## src/sv/cst_pkg.sv

```systemverilog
// Shared types and codes for the counting semaphore table.
package cst_pkg;

  // Request type codes.
  typedef enum logic [1:0] {
    REQ_REGISTER = 2'd0,
    REQ_WAIT     = 2'd1,
    REQ_SIGNAL   = 2'd2,
    REQ_NONE     = 2'd3
  } req_e;

  // Result status codes.
  typedef enum logic [2:0] {
    ST_OK      = 3'd0,
    ST_EXISTS  = 3'd1,
    ST_UNKNOWN = 3'd2,
    ST_FULL    = 3'd3,
    ST_QFULL   = 3'd4,
    ST_SAT     = 3'd5
  } status_e;

  // Sequencer states.
  typedef enum logic [2:0] {
    S_IDLE,
    S_SCAN,
    S_EXEC,
    S_WAKE,
    S_RESULT
  } state_e;

  // Count limits of the 8-bit two's complement count.
  localparam logic signed [7:0] COUNT_MAX = 8'sd127;
  localparam logic signed [7:0] COUNT_MIN = -8'sd128;

  localparam int CountW = 8;
  localparam int InitW  = 7;

  // One result item.
  typedef struct packed {
    status_e                 status;
    logic                    blocked;
    logic                    wake_valid;
    logic [7:0]              wake_process;
    logic signed [CountW-1:0] count_after;
  } res_t;

endpackage

```

## src/sv/counting_semaphore_table.sv

```systemverilog
// A request with no type goes from acceptance straight to the result state and then
// to out_valid_o. Other requests scan one stored key per cycle, stopping at a match
// or at the last used slot; a miss then goes to the result state, a hit reads the slot
// entry, and a signal that wakes a waiter also reads the waiter queue before the result.
// Throughput: one request at a time; the next is accepted the cycle after its
// result moves into the output register.
// Reset clears the sequencer, the fill count and the output valid and sets
// initial_count to 1; the memories are not cleared, the fill count guards them.
module counting_semaphore_table #(
  parameter int NUM_SEMS    = 16,
  parameter int MAX_WAITERS = 16
) (
  input  logic                      clk_i,
  input  logic                      rst_ni,
  input  logic                      cfg_valid_i,
  output logic                      cfg_ready_o,
  input  logic [cst_pkg::InitW-1:0] cfg_data_i,
  input  logic                      in_valid_i,
  output logic                      in_stall_o,
  input  logic [1:0]                req_type_i,
  input  logic [15:0]               sem_key_i,
  input  logic [7:0]                process_id_i,
  output logic                      out_valid_o,
  input  logic                      out_stall_i,
  output logic [2:0]                status_o,
  output logic                      blocked_o,
  output logic                      wake_valid_o,
  output logic [7:0]                wake_process_o,
  output logic signed [7:0]         count_after_o
);
  import cst_pkg::*;

  logic [InitW-1:0] init_count_q;
  logic             res_valid, res_ready;
  res_t             res;
  logic             out_valid_q, out_valid_d;
  res_t             out_res_q;

  // Configuration register, always ready.
  assign cfg_ready_o = 1'b1;

  always_ff @(posedge clk_i or negedge rst_ni) begin
    if (!rst_ni) begin
      init_count_q <= InitW'(1);
    end else if (cfg_valid_i) begin
      init_count_q <= cfg_data_i;
    end
  end

  cst_ctrl #(.NUM_SEMS(NUM_SEMS), .MAX_WAITERS(MAX_WAITERS)) u_ctrl (
    .clk_i        (clk_i),
    .rst_ni       (rst_ni),
    .in_valid_i   (in_valid_i),
    .in_stall_o   (in_stall_o),
    .req_type_i   (req_type_i),
    .sem_key_i    (sem_key_i),
    .process_id_i (process_id_i),
    .init_count_i (init_count_q),
    .res_valid_o  (res_valid),
    .res_o        (res),
    .res_ready_i  (res_ready)
  );

  // Output register parts the sequencer from the downstream stall.
  assign res_ready = !out_valid_q || !out_stall_i;

  always_comb begin
    out_valid_d = out_valid_q && out_stall_i;
    if (res_valid && res_ready) begin
      out_valid_d = 1'b1;
    end
  end

  always_ff @(posedge clk_i or negedge rst_ni) begin
    if (!rst_ni) begin
      out_valid_q <= 1'b0;
    end else begin
      out_valid_q <= out_valid_d;
    end
  end

  always_ff @(posedge clk_i) begin
    if (res_valid && res_ready) begin
      out_res_q <= res;
    end
  end

  assign out_valid_o    = out_valid_q;
  assign status_o       = out_res_q.status;
  assign blocked_o      = out_res_q.blocked;
  assign wake_valid_o   = out_res_q.wake_valid;
  assign wake_process_o = out_res_q.wake_process;
  assign count_after_o  = out_res_q.count_after;

endmodule

```

## src/sv/cst_ram.sv

```systemverilog
// Generic simple dual-port RAM with one write port and a registered read port.
module cst_ram #(
  parameter int Width = 8,
  parameter int Depth = 16
) (
  input  logic                     clk_i,
  input  logic                     we_i,
  input  logic [$clog2(Depth)-1:0] waddr_i,
  input  logic [Width-1:0]         wdata_i,
  input  logic                     re_i,
  input  logic [$clog2(Depth)-1:0] raddr_i,
  output logic [Width-1:0]         rdata_o
);

  logic [Width-1:0] mem_q [Depth];
  logic [Width-1:0] rdata_q;

  // Write port.
  always_ff @(posedge clk_i) begin
    if (we_i) begin
      mem_q[waddr_i] <= wdata_i;
    end
  end

  // Registered read port; the data holds until the next read.
  always_ff @(posedge clk_i) begin
    if (re_i) begin
      rdata_q <= mem_q[raddr_i];
    end
  end

  assign rdata_o = rdata_q;

endmodule

```

## src/sv/cst_ctrl.sv

```systemverilog
// Request sequencer: key scan, read-modify-write of slot state and wait queues.
module cst_ctrl #(
  parameter int NUM_SEMS    = 16,
  parameter int MAX_WAITERS = 16
) (
  input  logic                       clk_i,
  input  logic                       rst_ni,
  input  logic                       in_valid_i,
  output logic                       in_stall_o,
  input  logic [1:0]                 req_type_i,
  input  logic [15:0]                sem_key_i,
  input  logic [7:0]                 process_id_i,
  input  logic [cst_pkg::InitW-1:0]  init_count_i,
  output logic                       res_valid_o,
  output cst_pkg::res_t              res_o,
  input  logic                       res_ready_i
);
  import cst_pkg::*;

  localparam int SW  = $clog2(NUM_SEMS);
  localparam int UW  = $clog2(NUM_SEMS + 1);
  localparam int QW  = $clog2(MAX_WAITERS);
  localparam int WD  = NUM_SEMS * MAX_WAITERS;
  localparam int WAW = $clog2(WD);
  localparam int SLW = CountW + 2 * QW;
  localparam logic signed [9:0] CountLim = 10'(-MAX_WAITERS);

  state_e            state_q, state_d;
  req_e              req_q, req_d;
  logic [15:0]       key_q, key_d;
  logic [7:0]        pid_q, pid_d;
  logic [SW-1:0]     idx_q, idx_d;
  logic [UW-1:0]     used_q, used_d;
  res_t              res_q, res_d;

  // Memory ports.
  logic              key_we, key_re;
  logic [SW-1:0]     key_waddr;
  logic [15:0]       key_rd;
  logic              slot_we, slot_re;
  logic [SW-1:0]     slot_waddr;
  logic [SLW-1:0]    slot_wdata, slot_rd;
  logic              wt_we, wt_re;
  logic [WAW-1:0]    wt_waddr, wt_raddr;
  logic [7:0]        wt_rd;

  // Fields of the slot entry read back.
  logic signed [CountW-1:0] cnt, cnt_dec, cnt_inc;
  logic [QW-1:0]     head, tail, head_nxt, tail_nxt;
  logic              hit, last, q_full;

  assign cnt  = slot_rd[SLW-1 -: CountW];
  assign head = slot_rd[2*QW-1 -: QW];
  assign tail = slot_rd[QW-1:0];
  assign cnt_dec = cnt - 8'sd1;
  assign cnt_inc = cnt + 8'sd1;
  assign head_nxt = (head == QW'(MAX_WAITERS - 1)) ? '0 : head + QW'(1);
  assign tail_nxt = (tail == QW'(MAX_WAITERS - 1)) ? '0 : tail + QW'(1);
  assign q_full = (cnt <= CountLim) || (cnt == COUNT_MIN);

  assign hit  = (used_q != '0) && (key_rd == key_q);
  assign last = (UW'(idx_q) + UW'(1)) >= used_q;

  assign wt_waddr = WAW'(idx_q) * WAW'(MAX_WAITERS) + WAW'(tail);
  assign wt_raddr = WAW'(idx_q) * WAW'(MAX_WAITERS) + WAW'(head);

  assign in_stall_o  = (state_q != S_IDLE);
  assign res_valid_o = (state_q == S_RESULT);
  assign res_o       = res_q;

  // Next state, memory requests and result formation.
  always_comb begin
    state_d    = state_q;
    req_d      = req_q;
    key_d      = key_q;
    pid_d      = pid_q;
    idx_d      = idx_q;
    used_d     = used_q;
    res_d      = res_q;
    key_we     = 1'b0;
    key_re     = 1'b0;
    key_waddr  = SW'(used_q);
    slot_we    = 1'b0;
    slot_re    = 1'b0;
    slot_waddr = idx_q;
    slot_wdata = {cnt, head, tail};
    wt_we      = 1'b0;
    wt_re      = 1'b0;

    case (state_q)
      S_IDLE: begin
        if (in_valid_i) begin
          req_d = req_e'(req_type_i);
          key_d = sem_key_i;
          pid_d = process_id_i;
          idx_d = '0;
          res_d = '0;
          if (req_e'(req_type_i) == REQ_NONE) begin
            state_d = S_RESULT;
          end else begin
            key_re  = 1'b1;
            state_d = S_SCAN;
          end
        end
      end

      // One stored key is compared per cycle.
      S_SCAN: begin
        if (hit) begin
          slot_re = 1'b1;
          state_d = S_EXEC;
        end else if (last) begin
          state_d = S_RESULT;
          if (req_q == REQ_REGISTER) begin
            if (used_q == UW'(NUM_SEMS)) begin
              res_d.status = ST_FULL;
            end else begin
              key_we      = 1'b1;
              slot_we     = 1'b1;
              slot_waddr  = SW'(used_q);
              slot_wdata  = {{1'b0, init_count_i}, {QW{1'b0}}, {QW{1'b0}}};
              used_d      = used_q + UW'(1);
              res_d.status      = ST_OK;
              res_d.count_after = {1'b0, init_count_i};
            end
          end else begin
            res_d.status = ST_UNKNOWN;
          end
        end else begin
          idx_d  = idx_q + SW'(1);
          key_re = 1'b1;
        end
      end

      // Slot entry of the matched key is available.
      S_EXEC: begin
        state_d = S_RESULT;
        res_d.count_after = cnt;
        case (req_q)
          REQ_REGISTER: begin
            res_d.status = ST_EXISTS;
          end
          REQ_WAIT: begin
            if (q_full) begin
              res_d.status = ST_QFULL;
            end else begin
              slot_we = 1'b1;
              res_d.count_after = cnt_dec;
              if (cnt_dec[CountW-1]) begin
                wt_we = 1'b1;
                slot_wdata = {cnt_dec, head, tail_nxt};
                res_d.blocked = 1'b1;
              end else begin
                slot_wdata = {cnt_dec, head, tail};
              end
            end
          end
          REQ_SIGNAL: begin
            if (cnt == COUNT_MAX) begin
              res_d.status = ST_SAT;
            end else begin
              slot_we = 1'b1;
              res_d.count_after = cnt_inc;
              if (cnt_inc[CountW-1] || (cnt_inc == 8'sd0)) begin
                wt_re = 1'b1;
                slot_wdata = {cnt_inc, head_nxt, tail};
                state_d = S_WAKE;
              end else begin
                slot_wdata = {cnt_inc, head, tail};
              end
            end
          end
          default: begin
            res_d = '0;
          end
        endcase
      end

      // Oldest waiter has been read from its queue.
      S_WAKE: begin
        res_d.wake_valid   = 1'b1;
        res_d.wake_process = wt_rd;
        state_d = S_RESULT;
      end

      S_RESULT: begin
        if (res_ready_i) begin
          state_d = S_IDLE;
        end
      end

      default: begin
        state_d = S_IDLE;
      end
    endcase
  end

  // Control state.
  always_ff @(posedge clk_i or negedge rst_ni) begin
    if (!rst_ni) begin
      state_q <= S_IDLE;
      used_q  <= '0;
    end else begin
      state_q <= state_d;
      used_q  <= used_d;
    end
  end

  // Request and result payload.
  always_ff @(posedge clk_i) begin
    req_q <= req_d;
    key_q <= key_d;
    pid_q <= pid_d;
    idx_q <= idx_d;
    res_q <= res_d;
  end

  // Key store, one key per registered slot.
  cst_ram #(.Width(16), .Depth(NUM_SEMS)) u_key_ram (
    .clk_i   (clk_i),
    .we_i    (key_we),
    .waddr_i (key_waddr),
    .wdata_i (key_q),
    .re_i    (key_re),
    .raddr_i (idx_d),
    .rdata_o (key_rd)
  );

  // Slot store: count, queue head and queue tail.
  cst_ram #(.Width(SLW), .Depth(NUM_SEMS)) u_slot_ram (
    .clk_i   (clk_i),
    .we_i    (slot_we),
    .waddr_i (slot_waddr),
    .wdata_i (slot_wdata),
    .re_i    (slot_re),
    .raddr_i (idx_q),
    .rdata_o (slot_rd)
  );

  // Waiter store, one ring of MAX_WAITERS entries per slot.
  cst_ram #(.Width(8), .Depth(WD)) u_wait_ram (
    .clk_i   (clk_i),
    .we_i    (wt_we),
    .waddr_i (wt_waddr),
    .wdata_i (pid_q),
    .re_i    (wt_re),
    .raddr_i (wt_raddr),
    .rdata_o (wt_rd)
  );

  // The fill count never passes the table size.
  a_used_bound: assert property (@(posedge clk_i) disable iff (!rst_ni)
    used_q <= UW'(NUM_SEMS))
    else $error("slot fill count beyond table size");

  // A new key is only stored while a free slot remains.
  a_key_write_room: assert property (@(posedge clk_i) disable iff (!rst_ni)
    key_we |-> (used_q < UW'(NUM_SEMS)) && (state_q == S_SCAN))
    else $error("key written into a full table");

  // Only a blocking wait enqueues a waiter.
  a_enqueue_wait: assert property (@(posedge clk_i) disable iff (!rst_ni)
    wt_we |-> (state_q == S_EXEC) && (req_q == REQ_WAIT) && slot_we)
    else $error("waiter written outside a blocking wait");

  // A taken result returns the sequencer to idle.
  a_result_done: assert property (@(posedge clk_i) disable iff (!rst_ni)
    (state_q == S_RESULT && res_ready_i) |=> (state_q == S_IDLE))
    else $error("sequencer did not return to idle");

  // A result never both blocks and wakes.
  a_block_wake: assert property (@(posedge clk_i) disable iff (!rst_ni)
    res_valid_o |-> !(res_q.blocked && res_q.wake_valid))
    else $error("result both blocked and waking");

endmodule

```

## config.mk

```make
export PLATFORM = sky130hd
export DESIGN_NAME = counting_semaphore_table
export DESIGN_NICKNAME = d
export VERILOG_FILES = /design/src/sv/cst_pkg.sv /design/src/sv/counting_semaphore_table.sv /design/src/sv/cst_ram.sv /design/src/sv/cst_ctrl.sv
export SDC_FILE = /design/constraint.sdc
export NUM_CORES = 2
export LEC_CHECK = 0
export BUFFER_PORTS_ARGS = -buffer_cell sky130_fd_sc_hd__buf_2
export CAP_MARGIN = 5
export CELL_PAD_IN_SITES_DETAIL_PLACEMENT = 1
export CELL_PAD_IN_SITES_GLOBAL_PLACEMENT = 1
export CORE_AREA = 2 2 417 419
export CTS_CLUSTER_SIZE = 14
export DETAILED_ROUTE_END_ITERATION = 8
export DIE_AREA = 0 0 419 421
export MAX_ROUTING_LAYER = met4
export PLACE_DENSITY = 0.83
export SLEW_MARGIN = 20
export SYNTH_ARGS = -nofsm -noshare
export SYNTH_HDL_FRONTEND = slang
export SYNTH_SLANG_ARGS = --single-unit
```

## constraint.sdc

```tcl
create_clock -name clk_i -period 14.3 [get_ports clk_i]
set_input_delay 2.86 -clock clk_i [delete_from_list [all_inputs] [get_ports clk_i]]
set_output_delay 2.86 -clock clk_i [all_outputs]
set_load 0.005 [all_outputs]
```

==> flow_metrics.env <==
export IMPL_status="completed"
export IMPL_r2r_start="u_ctrl.idx_q[0]$_DFF_P_"
export IMPL_cts_sinks=2688
export IMPL_numCtsBuffers=278
export IMPL_die_area_um2=176000
export IMPL_drt_initial_drc_count=9428
export IMPL_post_drt_wl_per_cell_um=41.3
export IMPL_ctsHoldBuffers=0
export IMPL_ys_ff_latch=2688
export IMPL_max_freq_ghz=0.146
export IMPL_clockPowerShare_pct=40.0
export IMPL_place_area_um2=107000
export IMPL_synthFlopType="edfxtp_1"
export IMPL_min_from="u_ctrl.res_o[4]$_DFFE_PP_"
export IMPL_drt_wl_total_um=302000
export IMPL_clock_path_buffers=4
export IMPL_hold_slack_ns=0.416
export IMPL_initial_core_util_pct=60.4
export IMPL_grt_pass1_vias=54900
export IMPL_maxSlewHeadroom_pct=5.49
export IMPL_grt_max_degree=242
export IMPL_syn_inst=4614
export IMPL_utilization_pct=67.3
export IMPL_hold_path_class="flop to flop"
export IMPL_cts_tree="built"
export IMPL_worstMarginPinSlew_ns=1.41
export IMPL_leakagePower_nw=35.6
export IMPL_grt_pass1_wl_um=431000
export IMPL_seq_area_frac_synth_pct=77.3
export IMPL_portBuffers=60
export IMPL_post_cts_resized=0
export IMPL_drcViolationCount=0
export IMPL_yosysTopAreaCell="edfxtp_1"
export IMPL_vias=53900
export IMPL_drive_gt1_share_pct=27.3
export IMPL_crit_type="flop to flop"
export IMPL_hpwlAfterDp_um=150000
export IMPL_fp_row_count=153
export IMPL_final_setup_tns_ns=0
export IMPL_intPower_mw=13.6
export IMPL_yosysWarnings=0
export IMPL_antenna_left=0
export IMPL_root_buffer="clkbuf_16"
export IMPL_netlist_top_cells_count="edfxtp_1 (2668), mux4_2 (752), nor2_1 (307)"
export IMPL_clk_pin_slew_ns=0.06
export IMPL_swShare_pct=23.8
export IMPL_synth_top_cell_area_share_pct=76.9
export IMPL_die_h_um=421
export IMPL_dr_pass1_iters=8
export IMPL_postSynthAreaPerCell_um2=22.6
export IMPL_rsz0062_at_grt="false"
export IMPL_hold_viol=0
export IMPL_setup_viol=0
export IMPL_die_w_um=419
export IMPL_synthesis_nets=4677
export IMPL_startpoint_type="flop"
export IMPL_postCtsSetupBuffers=0
export IMPL_stdcell_area_um2=116000
export IMPL_synth_edff_count=2668
export IMPL_syn_area_um2=104000
export IMPL_end_kind="flop"
export IMPL_ys_types=66
export IMPL_place_congestion=0.837
export IMPL_io_pins=62
export IMPL_worstPathArrival_ns=7.53
export IMPL_area_growth_syn_to_layout_pct=11.3
export IMPL_grt_usage_pct=35.9
export IMPL_final_cells=7309
export IMPL_crit_start="u_ctrl.idx_q[0]$_DFF_P_"
export IMPL_critPathMaxFanout=68
export IMPL_vdd_drop_max_mv=0.149
export IMPL_crit_required_ns=14.95
export IMPL_power_switching_mw=4.25
export IMPL_slew_viol_final=0
export IMPL_clk_latency_ns=0.95
export IMPL_netlist_top_cells_area="edfxtp_1 (77%), mux4_2 (16%), mux2i_1 (1.3%)"
export IMPL_comb_power_share_pct=7.8
export IMPL_nets=4852
export IMPL_drv_cap=0
export IMPL_synthArstFlopShare_pct=0.595
export IMPL_antenna_found_initial=14
export IMPL_viasPerCell=7.37
export IMPL_yosysMostFrequentCell="edfxtp_1"
export IMPL_final_min_clock_period_ns=6.87
export IMPL_core_area_um2=172000
export IMPL_powerDensity_nw_per_um2=154
export IMPL_htree_levels=5
export IMPL_globalRouteOverflowTotal=0
export IMPL_dpl_cell_count=6831
export IMPL_post_route_period_util_pct=48.1
export IMPL_power_frac_seq_pct=52.2
export IMPL_skew_ns=0.0685
## critical path, cell delays in order (launching register included)
cell	delay, ns
dfxtp_4	0.72
buf_4	0.71
ha_1	0.55
xor2_1	0.16
ha_1	0.23
a211oi_1	0.37
o21ai_0	0.22
o21ai_1	0.45
o211ai_2	0.38
mux2_8	0.79
buf_6	0.72
mux2i_1	0.37
o22ai_1	0.14
or4_1	0.57
## registers in the layout (all words and copies together) (netlist names), 16 cells and up
name and cells:
u_ctrl.u_key_ram.rdata_o 16, u_ctrl.u_key_ram.mem_q 256, u_ctrl.u_slot_ram.mem_q 256, u_ctrl.key_q 16
u_ctrl.u_wait_ram.mem_q 2048, u_ctrl.u_slot_ram.rdata_o 16, u_ctrl.res_o 21
## cell usage in the layout, fill, tap and decap left out, types with 7 or more instances in the layout
master / n
mux4_2: 752
a22oi_1: 22
nor2_1: 277
o22ai_1: 67
xor2_1: 15
clkbuf_16: 289
o21ai_0: 30
nor2_2: 22
nand2_2: 12
a21oi_1: 18
mux2i_1: 131
and2_1: 10
or4_1: 16
bufinv_16: 21
nand2_1: 62
nand3_2: 7
diode_2: 10
or3_1: 7
clkinv_2: 38
nor2_4: 9
mux2_2: 11
inv_1: 25
ha_1: 25
xnor2_1: 11
dfrtp_1: 15
nor3_1: 11
buf_12: 10
nand3_1: 30
buf_4: 84
clkinv_1: 55
buf_2: 60
clkbuf_1: 52
nor2b_1: 8
edfxtp_1: 2668
## path summary, 6_finish.rpt
kind                       cells after the start                                     to  slack [ns]
setup / recovery                              13  u_ctrl.u_key_ram.rdata_o[4]$_DFFE_PP_        7.43
hold / removal                                 0             count_after_o[4]$_DFFE_PP_        0.42
setup reg to reg                              13  u_ctrl.u_key_ram.rdata_o[4]$_DFFE_PP_        7.43
hold reg to reg                                0             count_after_o[4]$_DFFE_PP_        0.42
max in group asynchronous                      1            init_count_q[0]$_DFFE_PN1P_       12.02
min in group asynchronous                      1                  out_valid_o$_DFF_PN0_        1.88
## stage by stage
stage          setup slack (ns)  total power [mW]
2_1_floorplan              8.93              10.2
3_3_place_gp               7.96              10.6
3_5_place_dp               7.76              10.7
4_1_cts                    7.22              17.8
5_1_grt                    7.38              18.2
6_report                   7.43              17.9
## kinds of logic (layout without fill, tap and decap cells)
| group | Yosys count | count (layout) | share of synthesized area [%] |
|---|---|---|---|
| other | 1 | 11 | 0.00360 |
| muxes | 895 | 895 | 17.6 |
| DFF | 2688 | 2688 | 77.3 |
| AOI/OAI and AO/OA | 187 | 187 | 1.19 |
| xor gates and xnor gates | 26 | 26 | 0.219 |
| adders and majority gates | 25 | 25 | 0.300 |
| buffers and inverters | 293 | 653 | 1.24 |
| and+or+nand+nor | 499 | 499 | 2.07 |
## metal layers
metal	vias up	global-route usage, %	share of wire, %
met3	835	6.82	11
met4	0	13.4	4.5
met2	4912	54.8	49
met1	28400	49.3	35
li1	19800	-	-
met5	-	-	0
## power by group through the flow
stage,sequential (mW),combinational (mW),clock (mW)
finish,9.32,1.39,7.14
CTS,9.32,1.35,7.16
floorplan,9.62,0.624,0
global route,9.32,1.43,7.40
detailed placement,9.47,1.27,0
global placement,9.46,1.18,0
## cell type report
class                      instances  area [µm²]
multi-input combinational       1633       22600
fill                           13100       56500
timing repair buffer             160        1250
antenna                           10        25.0
clock inverter                   124        1110
inverter                          28         105
clock buffer                     341        7430
sequential                      2688       80600
tap                             2325        2910
Power figures use the tool's default switching activity.
